`config.mk`:
```
export PLATFORM = sky130hd
export DESIGN_NAME = breathing_led_envelope_unit
export DESIGN_NICKNAME = d
export VERILOG_FILES = /design/src/hdl/ble_pkg.sv /design/src/hdl/ble_mod_cell.sv /design/src/hdl/ble_shaper.sv /design/src/hdl/breathing_led_envelope_unit.sv
export SDC_FILE = /design/constraint.sdc
export NUM_CORES = 2
export LEC_CHECK = 0
export ABC_AREA = 1
export BUFFER_PORTS_ARGS = -buffer_cell sky130_fd_sc_hd__buf_2
export CELL_PAD_IN_SITES_DETAIL_PLACEMENT = 0
export CELL_PAD_IN_SITES_GLOBAL_PLACEMENT = 1
export CORE_MARGIN = 5
export CORE_UTILIZATION = 30
export CTS_BUF_LIST = sky130_fd_sc_hd__clkbuf_2 sky130_fd_sc_hd__clkbuf_4 sky130_fd_sc_hd__clkbuf_8
export CTS_CLUSTER_DIAMETER = 50
export DETAILED_ROUTE_END_ITERATION = 8
export MAX_ROUTING_LAYER = met4
export PLACE_DENSITY = 0.53
export SETUP_SLACK_MARGIN = 0.3
export SYNTH_ARGS = -nofsm -noshare
export SYNTH_HDL_FRONTEND = slang
export SYNTH_SLANG_ARGS = --single-unit
```
`constraint.sdc`:
```
create_clock -name clk -period 52.3 [get_ports clk]
set_clock_uncertainty 0.05 [all_clocks]
set_input_delay 7.845 -clock clk [delete_from_list [all_inputs] [get_ports clk]]
set_output_delay 7.845 -clock clk [all_outputs]
set_load 0.03 [all_outputs]
```
`src/hdl/ble_pkg.sv`:
```
// Breathing LED envelope package: widths, reset values, register indexes,
// shaping table and divide-by-255 helper. Depends on nothing.
package ble_pkg;

  localparam int TimeW  = 32;
  localparam int DurW   = 16;
  localparam int TotW   = 18;
  localparam int LvlW   = 8;
  localparam int CfgAw  = 3;
  localparam int NumCells = TimeW;

  localparam logic [DurW-1:0] RiseRst = 16'd1500;
  localparam logic [DurW-1:0] HighRst = 16'd500;
  localparam logic [DurW-1:0] FallRst = 16'd1500;
  localparam logic [DurW-1:0] LowRst  = 16'd500;
  localparam logic [LvlW-1:0] MasterRst = 8'd255;
  localparam logic [LvlW-1:0] FactorMax = 8'd255;
  localparam logic [LvlW-1:0] FactorMin = 8'd5;

  typedef enum logic [CfgAw-1:0] {
    REG_RISE   = 3'd0,
    REG_HIGH   = 3'd1,
    REG_FALL   = 3'd2,
    REG_LOW    = 3'd3,
    REG_MASTER = 3'd4,
    REG_RED    = 3'd5,
    REG_GREEN  = 3'd6,
    REG_BLUE   = 3'd7
  } cfg_idx_t;

  typedef enum logic [1:0] {
    PH_RISE = 2'd0,
    PH_HIGH = 2'd1,
    PH_FALL = 2'd2,
    PH_LOW  = 2'd3
  } phase_t;

  // x/255 for x <= 255*255: exact via (x + 1 + (x >> 8)) >> 8
  function automatic logic [LvlW-1:0] div255(input logic [2*LvlW-1:0] x);
    logic [2*LvlW+1:0] s;
    s = {2'b00, x} + 18'd1 + {10'd0, x[2*LvlW-1:LvlW]};
    return s[LvlW+7:LvlW];
  endfunction

  function automatic logic [LvlW-1:0] shape(input logic [LvlW-1:0] p);
    logic [LvlW-1:0]   q;
    logic [2*LvlW-1:0] m;
    q = div255({8'd0, p} * {8'd0, p});
    m = {8'd0, q} * 16'd250;
    return FactorMin + div255(m);
  endfunction

endpackage

```
`src/hdl/ble_mod_cell.sv`:
```
// One restoring-modulo cell: conditionally subtracts the cycle length
// shifted left by Shift bit positions. Depends on ble_pkg.
module ble_mod_cell #(
  parameter int Shift = 0
) (
  input  logic                         clk,
  input  logic                         rst_n,
  input  logic                         vld_in,
  input  logic                         adv,
  input  logic [ble_pkg::TimeW-1:0]    rem_in,
  input  logic [ble_pkg::TotW-1:0]     tot,
  output logic                         vld_out,
  output logic [ble_pkg::TimeW-1:0]    rem_out
);

  logic [ble_pkg::TimeW+ble_pkg::TotW-1:0] sub_w;
  logic [ble_pkg::TimeW-1:0] rem_nxt;
  logic vld_r;
  logic [ble_pkg::TimeW-1:0] rem_r;

  always_comb begin
    sub_w = {{ble_pkg::TimeW{1'b0}}, tot} << Shift;
    if (tot != '0 && {{ble_pkg::TotW{1'b0}}, rem_in} >= sub_w) begin
      rem_nxt = rem_in - sub_w[ble_pkg::TimeW-1:0];
    end else begin
      rem_nxt = rem_in;
    end
  end

  always_ff @(posedge clk) begin
    if (!rst_n) begin
      vld_r <= 1'b0;
    end else if (adv) begin
      vld_r <= vld_in;
    end
    if (adv) begin
      rem_r <= rem_nxt;
    end
  end

  assign vld_out = vld_r;
  assign rem_out = rem_r;

endmodule

```
`src/hdl/ble_shaper.sv`:
```
// Phase decode, progress division, shaping and master scaling of the reduced position.
// Depends on ble_pkg.
module ble_shaper (
  input  logic                      clk,
  input  logic                      rst_n,
  input  logic                      vld_in,
  input  logic                      adv,
  input  logic [ble_pkg::TotW-1:0]  pos,
  input  logic [ble_pkg::DurW-1:0]  rise,
  input  logic [ble_pkg::DurW-1:0]  high,
  input  logic [ble_pkg::DurW-1:0]  fall,
  input  logic [ble_pkg::LvlW-1:0]  master,
  output logic                      vld_out,
  output logic [ble_pkg::LvlW-1:0]  factor,
  output logic [ble_pkg::LvlW-1:0]  drive,
  output logic [1:0]                phase
);

  localparam int NumW = ble_pkg::TotW + ble_pkg::LvlW;
  localparam int QW   = ble_pkg::LvlW + 1;

  // stage A: phase select and numerator
  logic                      a_vld_r;
  logic [1:0]                a_ph_r;
  logic [NumW-1:0]           a_num_r;
  logic [ble_pkg::DurW-1:0]  a_den_r;
  logic [1:0]                a_ph_nxt;
  logic [ble_pkg::TotW-1:0]  off;
  logic [ble_pkg::DurW-1:0]  den;
  logic [ble_pkg::TotW-1:0]  e_rise, e_high, e_fall;

  always_comb begin
    e_rise = {2'b00, rise};
    e_high = e_rise + {2'b00, high};
    e_fall = e_high + {2'b00, fall};
    off = '0;
    den = rise;
    if (pos < e_rise) begin
      a_ph_nxt = ble_pkg::PH_RISE;
      off = pos;
    end else if (pos < e_high) begin
      a_ph_nxt = ble_pkg::PH_HIGH;
    end else if (pos < e_fall) begin
      a_ph_nxt = ble_pkg::PH_FALL;
      off = pos - e_high;
      den = fall;
    end else begin
      a_ph_nxt = ble_pkg::PH_LOW;
    end
  end

  always_ff @(posedge clk) begin
    if (!rst_n) begin
      a_vld_r <= 1'b0;
    end else if (adv) begin
      a_vld_r <= vld_in;
    end
    if (adv) begin
      a_ph_r  <= a_ph_nxt;
      a_num_r <= {off, 8'd0} - {8'd0, off};
      a_den_r <= den;
    end
  end

  // restoring divide, one quotient bit per stage; quotient < 256 in rise and fall phases
  logic [QW:1]               d_vld_r;
  logic [1:0]                d_ph_r  [1:QW];
  logic [NumW-1:0]           d_rem_r [1:QW];
  logic [ble_pkg::DurW-1:0]  d_den_r [1:QW];
  logic [QW-1:0]             d_q_r   [1:QW];

  for (genvar k = 0; k < QW; k++) begin : g_div
    localparam int B = QW - 1 - k;
    logic                      vld_i;
    logic [1:0]                ph_i;
    logic [NumW-1:0]           rem_i;
    logic [ble_pkg::DurW-1:0]  den_i;
    logic [QW-1:0]             q_i;
    logic [NumW+QW-1:0]        sh;
    logic                      ge;
    if (k == 0) begin : g_head
      assign vld_i = a_vld_r;
      assign ph_i  = a_ph_r;
      assign rem_i = a_num_r;
      assign den_i = a_den_r;
      assign q_i   = '0;
    end else begin : g_link
      assign vld_i = d_vld_r[k];
      assign ph_i  = d_ph_r[k];
      assign rem_i = d_rem_r[k];
      assign den_i = d_den_r[k];
      assign q_i   = d_q_r[k];
    end
    assign sh = {{QW{1'b0}}, {(NumW-ble_pkg::DurW){1'b0}}, den_i} << B;
    assign ge = {{QW{1'b0}}, rem_i} >= sh;
    always_ff @(posedge clk) begin
      if (!rst_n) begin
        d_vld_r[k+1] <= 1'b0;
      end else if (adv) begin
        d_vld_r[k+1] <= vld_i;
      end
      if (adv) begin
        d_ph_r[k+1]  <= ph_i;
        d_den_r[k+1] <= den_i;
        d_rem_r[k+1] <= ge ? rem_i - sh[NumW-1:0] : rem_i;
        d_q_r[k+1]   <= q_i | (QW'(ge) << B);
      end
    end
  end

  // stage S: shaping table
  logic                     s_vld_r;
  logic [1:0]               s_ph_r;
  logic [ble_pkg::LvlW-1:0] s_fac_r;
  logic [ble_pkg::LvlW-1:0] s_fac_nxt;
  logic [ble_pkg::LvlW-1:0] prog;

  always_comb begin
    prog = d_q_r[QW][ble_pkg::LvlW-1:0];
    unique case (d_ph_r[QW])
      ble_pkg::PH_RISE: s_fac_nxt = ble_pkg::shape(prog);
      ble_pkg::PH_HIGH: s_fac_nxt = ble_pkg::FactorMax;
      ble_pkg::PH_FALL: s_fac_nxt = ble_pkg::shape(ble_pkg::FactorMax - prog);
      default:          s_fac_nxt = ble_pkg::FactorMin;
    endcase
  end

  always_ff @(posedge clk) begin
    if (!rst_n) begin
      s_vld_r <= 1'b0;
    end else if (adv) begin
      s_vld_r <= d_vld_r[QW];
    end
    if (adv) begin
      s_ph_r  <= d_ph_r[QW];
      s_fac_r <= s_fac_nxt;
    end
  end

  // stage M: master scaling
  logic                      m_vld_r;
  logic [1:0]                m_ph_r;
  logic [ble_pkg::LvlW-1:0]  m_fac_r;
  logic [2*ble_pkg::LvlW-1:0] m_prod_r;

  always_ff @(posedge clk) begin
    if (!rst_n) begin
      m_vld_r <= 1'b0;
    end else if (adv) begin
      m_vld_r <= s_vld_r;
    end
    if (adv) begin
      m_ph_r   <= s_ph_r;
      m_fac_r  <= s_fac_r;
      m_prod_r <= {8'd0, master} * {8'd0, s_fac_r};
    end
  end

  assign vld_out = m_vld_r;
  assign factor  = m_fac_r;
  assign drive   = ble_pkg::div255(m_prod_r);
  assign phase   = m_ph_r;

endmodule

```
`src/hdl/breathing_led_envelope_unit.sv`:
```
// Breathing LED envelope top level: configuration registers, modulo cell
// chain, shaper pipeline and output register. Depends on ble_pkg and all
// ble_* modules.
//
// Usage:
//   The input channel (in_valid, in_stall, in_elapsed_ms) takes one time
//   sample per request. The result channel (out_valid, out_stall and the
//   six field ports) returns one result per request, in order.
//   Configuration is written through cfg_we, cfg_idx, cfg_wdata while the
//   block is idle; writes take effect on the next request.
//   Throughput: one request per cycle while not stalled. Pipeline: 32 modulo
//   cells, one decode stage, nine divider stages, one shaping stage and one
//   scaling stage from acceptance to out_valid; the modulo chain, one
//   conditional subtract per cell, is the longest part of it.
//   The whole pipeline advances together; when out_stall holds a valid
//   result, everything stops and in_stall rises. An empty output slot lets
//   the pipeline advance even when the receiver stalls.
//   Reset (rst_n low, synchronous) clears all valid bits and loads the
//   register defaults: rise 1500, hold high 500, fall 1500, hold low 500,
//   master 255, color 0.
module breathing_led_envelope_unit (
  input  logic                          clk,
  input  logic                          rst_n,
  input  logic                          in_valid,
  output logic                          in_stall,
  input  logic [ble_pkg::TimeW-1:0]     in_elapsed_ms,
  output logic                          out_valid,
  input  logic                          out_stall,
  output logic [ble_pkg::LvlW-1:0]      out_envelope_factor,
  output logic [ble_pkg::LvlW-1:0]      out_drive_level,
  output logic [1:0]                    out_phase_now,
  output logic [ble_pkg::LvlW-1:0]      out_out_red,
  output logic [ble_pkg::LvlW-1:0]      out_out_green,
  output logic [ble_pkg::LvlW-1:0]      out_out_blue,
  input  logic                          cfg_we,
  input  logic [ble_pkg::CfgAw-1:0]     cfg_idx,
  input  logic [ble_pkg::DurW-1:0]      cfg_wdata
);

  localparam int N = ble_pkg::NumCells;

  logic [ble_pkg::DurW-1:0] rise_r, high_r, fall_r, low_r;
  logic [ble_pkg::LvlW-1:0] master_r, red_r, green_r, blue_r;

  always_ff @(posedge clk) begin
    if (!rst_n) begin
      rise_r   <= ble_pkg::RiseRst;
      high_r   <= ble_pkg::HighRst;
      fall_r   <= ble_pkg::FallRst;
      low_r    <= ble_pkg::LowRst;
      master_r <= ble_pkg::MasterRst;
      red_r    <= '0;
      green_r  <= '0;
      blue_r   <= '0;
    end else if (cfg_we) begin
      unique case (ble_pkg::cfg_idx_t'(cfg_idx))
        ble_pkg::REG_RISE:   rise_r   <= cfg_wdata;
        ble_pkg::REG_HIGH:   high_r   <= cfg_wdata;
        ble_pkg::REG_FALL:   fall_r   <= cfg_wdata;
        ble_pkg::REG_LOW:    low_r    <= cfg_wdata;
        ble_pkg::REG_MASTER: master_r <= cfg_wdata[ble_pkg::LvlW-1:0];
        ble_pkg::REG_RED:    red_r    <= cfg_wdata[ble_pkg::LvlW-1:0];
        ble_pkg::REG_GREEN:  green_r  <= cfg_wdata[ble_pkg::LvlW-1:0];
        default:             blue_r   <= cfg_wdata[ble_pkg::LvlW-1:0];
      endcase
    end
  end

  logic [ble_pkg::TotW-1:0] tot;
  assign tot = {2'b00, rise_r} + {2'b00, high_r} + {2'b00, fall_r} + {2'b00, low_r};

  logic adv;
  assign adv      = !(out_valid && out_stall);
  assign in_stall = !adv;

  logic [N:0]                  c_vld;
  logic [ble_pkg::TimeW-1:0]   c_rem [N+1];

  assign c_vld[0] = in_valid;
  assign c_rem[0] = in_elapsed_ms;

  for (genvar i = 0; i < N; i++) begin : g_cell
    ble_mod_cell #(.Shift(N - 1 - i)) u_cell (
      .clk     (clk),
      .rst_n   (rst_n),
      .vld_in  (c_vld[i]),
      .adv     (adv),
      .rem_in  (c_rem[i]),
      .tot     (tot),
      .vld_out (c_vld[i+1]),
      .rem_out (c_rem[i+1])
    );
  end

  logic sh_vld;
  ble_shaper u_shaper (
    .clk     (clk),
    .rst_n   (rst_n),
    .vld_in  (c_vld[N]),
    .adv     (adv),
    .pos     (c_rem[N][ble_pkg::TotW-1:0]),
    .rise    (rise_r),
    .high    (high_r),
    .fall    (fall_r),
    .master  (master_r),
    .vld_out (sh_vld),
    .factor  (out_envelope_factor),
    .drive   (out_drive_level),
    .phase   (out_phase_now)
  );

  assign out_valid     = sh_vld;
  assign out_out_red   = red_r;
  assign out_out_green = green_r;
  assign out_out_blue  = blue_r;

endmodule

```
==> results.txt <==
- Pin count of the biggest net entering global routing: 192
- In the global route stage, overall resource usage came out at 0.151.
- Max Slew Vio Count: 0
- The worst path needs 17.31 ns of the cycle, external delays included.
* Worst-path clk slew: roughly 0.060 ns
- Core Region: between 300000 and 400000 um2
* Floorplan row count: 210
- The cell area that synthesis handed to floorplanning was around 99000 um2.
* Weighted congestion at the end of routability-driven global placement: 0.814
* Number of setup buffers added after CTS: 0
- Largest area contributor in the synthesized netlist: edfxtp_1
- Input/output buffers: 99
- Half-perimeter wire length after placement: ~190000 um
- Number of enable flip-flop cells after synthesis: 1480
- The detailed router finished its first iteration with between 4k and 5k violations.
- Among all cell types in the netlist, the one instantiated most often is nand2_1.
- For this run, the post-layout net count is 11.6k.
- Setup repair after global routing missed its margin: false
* Maximum achievable frequency: 57.8 MHz
- After technology mapping, the gate count stands at 10.2k.
* Count of clock tree sinks: 1620
- Highest net fanout along the worst path: 51
* Die area: 341000 um2
* Most used cell along the critical path: buf_2
- Counting instances in the post-synthesis netlist gives the leading cell types as nand2_1 (1766), edfxtp_1 (1480), inv_1 (1283).
* Biggest area contributors in the synthesized netlist: edfxtp_1 (45%), ha_1 (11%), nand2_1 (6.7%)
- Most instantiated flip-flop cell in the synthesis netlist: edfxtp_1
* Worst Path Required: approximately 44 ns
* Total number of yosys warnings: 0
* CP endpoint kind: output port
- Measured along the x axis, the die boundary spans 584 um.
* Vias in the first global route: between 70k and 80k
- Top cell type's share of synthesized area: 0.449
- Total iterations of the first detailed-routing run: 5
- Avg Cell Area, Syn: 9.68 um2
* Hold Crit Class: flip-flop to flip-flop
- H-tree depth reported by CTS: 5
* Post-synthesis cell type count: 83
- Global-route wire length before repair: 401000 um
- The number of hold violations in the final report was 0.
* CP max-delay cell: inv_2
* Outcome: finished clean
* FFs w/ async S/R, synth: 0
* Initial core utilization: 0.302
- Data arrival at the endpoint of the critical path: 9.41 ns
* Sum of negative setup slack: 0 ns
* Normalized max-slew margin: 0.216
- Total of cells resized after clock tree synthesis: 0
- At the later pin of the worst-skew pair, clock insertion delay measures 1.00 ns.
- Area added between synthesis and finish: 12.2%
- In the final routed layout, each cell accounts on average for 16.9 um.
- The die is slightly below 600 um tall.
* Number of register bits inferred by synthesis: 1620
- Top-level I/O count: 100
- The share of the Yosys chip area taken by registers is 0.478.
- GRT Residual Overflow: 0
- The number of nets handed over by synthesis was 11.3k.
- Share of cells above drive strength 1: 0.0782
- Critical path buffers and inverters: 3
- Across all layers, the routed design uses roughly 70k vias.
- After detailed routing, the number of vias per cell comes to 4.69.
* DRT Wirelength: 255000 um
* ANT nets after route: 0
- Initial antenna violation count: 8
- The worst setup path is launched from an input pin.
- Largest stage delay, worst path: a little under 0.8 ns
- Critical path start-end classification: input pin to output port
* Maximum root-to-sink buffer count: 4
- Final Cycle Share: 0.331
- The critical path goes through buf_2, nand2_4, inv_2, buf_2.
* Setup violations, final: 0
* Number of filler cells placed in the layout: 33.5k
- Clock tree synthesis inserted a total of 319 buffers.
- Number of design rule violations left after detail routing: 0
- CTS hold repair buffers: 0
- Slew @ Worst Pin: around 1.2 ns
- Kind of cell with the highest combined delay on the critical path: buffers and inverters
- The cell sitting at the root of the clock tree is a clkbuf_8.
- Max capacitance violation total: 0
- TritonCTS built the clock tree.
cell type report:
cell class                      instances  area (um2)  share of cell area
Tap cell                             4346        5440              0.0490
Inverter                             1299        4880              0.0440
Multi-Input combinational cell       7114       45900               0.414
Clock inverter                        143        1200              0.0108
Sequential cell                      1620       47200               0.426
Antenna cell                            5        12.5            0.000113
Clock buffer                          424        5240              0.0472
Timing Repair Buffer                  164        1010             0.00911
placed cells by master, fill, tap and decap left out, types with 33 or more instances in the layout:
cell type | netlist | routed
o21ai_0 | 802 | 802
clkinv_2 | 0 | 42
xnor2_1 | 322 | 322
nor3_1 | 94 | 94
nand2_1 | 1766 | 1765
nor4_1 | 161 | 161
nor2_1 | 796 | 795
nand4_1 | 131 | 131
clkbuf_8 | 0 | 329
clkinv_1 | 4 | 49
xor2_1 | 394 | 394
inv_1 | 1283 | 1272
nand3_1 | 358 | 358
o211ai_1 | 33 | 33
ha_1 | 871 | 870
buf_4 | 5 | 64
buf_2 | 43 | 98
edfxtp_1 | 1480 | 1480
fa_1 | 167 | 166
clkbuf_4 | 0 | 95
dfxtp_1 | 140 | 140
a21oi_1 | 735 | 735
o21bai_1 | 60 | 60
stage by stage:
| step | setup slack (ns) | area [um2] | instances | utilization | hold WS, ns |
|---|---|---|---|---|---|
| final | 34.99 | 111000 | 15100 | 0.338 | 0.326 |
| after global routing | 34.80 | 111000 | 15100 | 0.338 | 0.348 |
| after CTS | 34.92 | 111000 | 15100 | 0.338 | 0.308 |
| after detailed placement | 34.93 | 105000 | 14500 | 0.319 | 0.355 |
| after global placement | 34.94 | 105000 | 14500 | 0.319 | 0.357 |
| after floorplan | 1.95 | 98900 | 10200 | - | 0.350 |
path summary, 6_finish.rpt:
kind	from	endpoint	slack [ns]	depth (start not counted)
max	out_stall	in_stall	34.99	4
min	u_shaper.d_ph_r[1][0]	u_shaper.d_ph_r[2][0]	0.33	0
max reg2reg	u_shaper.d_q_r[0][86]	u_shaper.s_fac_r[6]	39.80	65
min reg2reg	u_shaper.d_ph_r[1][0]	u_shaper.d_ph_r[2][0]	0.33	0
per-layer routing:
layer / GRT usage / routed length (um) / up-vias
li1: - / - / 36000
met4: 0.0348 / 5590 / 0
met3: 0.0200 / 9550 / 373
met5: - / 0 / -
met1: 0.204 / 123000 / 33500
met2: 0.241 / 116000 / 1109
flip-flops by register name, summed over array words and instances (netlist names), 18 cells and up:
name and count:
g_cell.u_cell.rem_out 1010, g_cell.u_cell.vld_out 32, u_shaper.a_num_r 26, u_shaper.d_den_r 128, u_shaper.d_ph_r 18, u_shaper.d_q_r 36
u_shaper.d_rem_r 208
cells by family after synthesis:
family	Yosys count	share of synthesized area
and+or+nand+nor	3449	0.150
AOI/OAI and AO/OA	1908	0.107
DFF	1620	0.478
buffers and inverters	1481	0.0585
adders and majority gates	1038	0.144
xor gates and xnor gates	719	0.0639
Power is left out: the tool's default activity adds up to more than one toggle a clock period on the data nets, which glitch-free logic cannot reach.
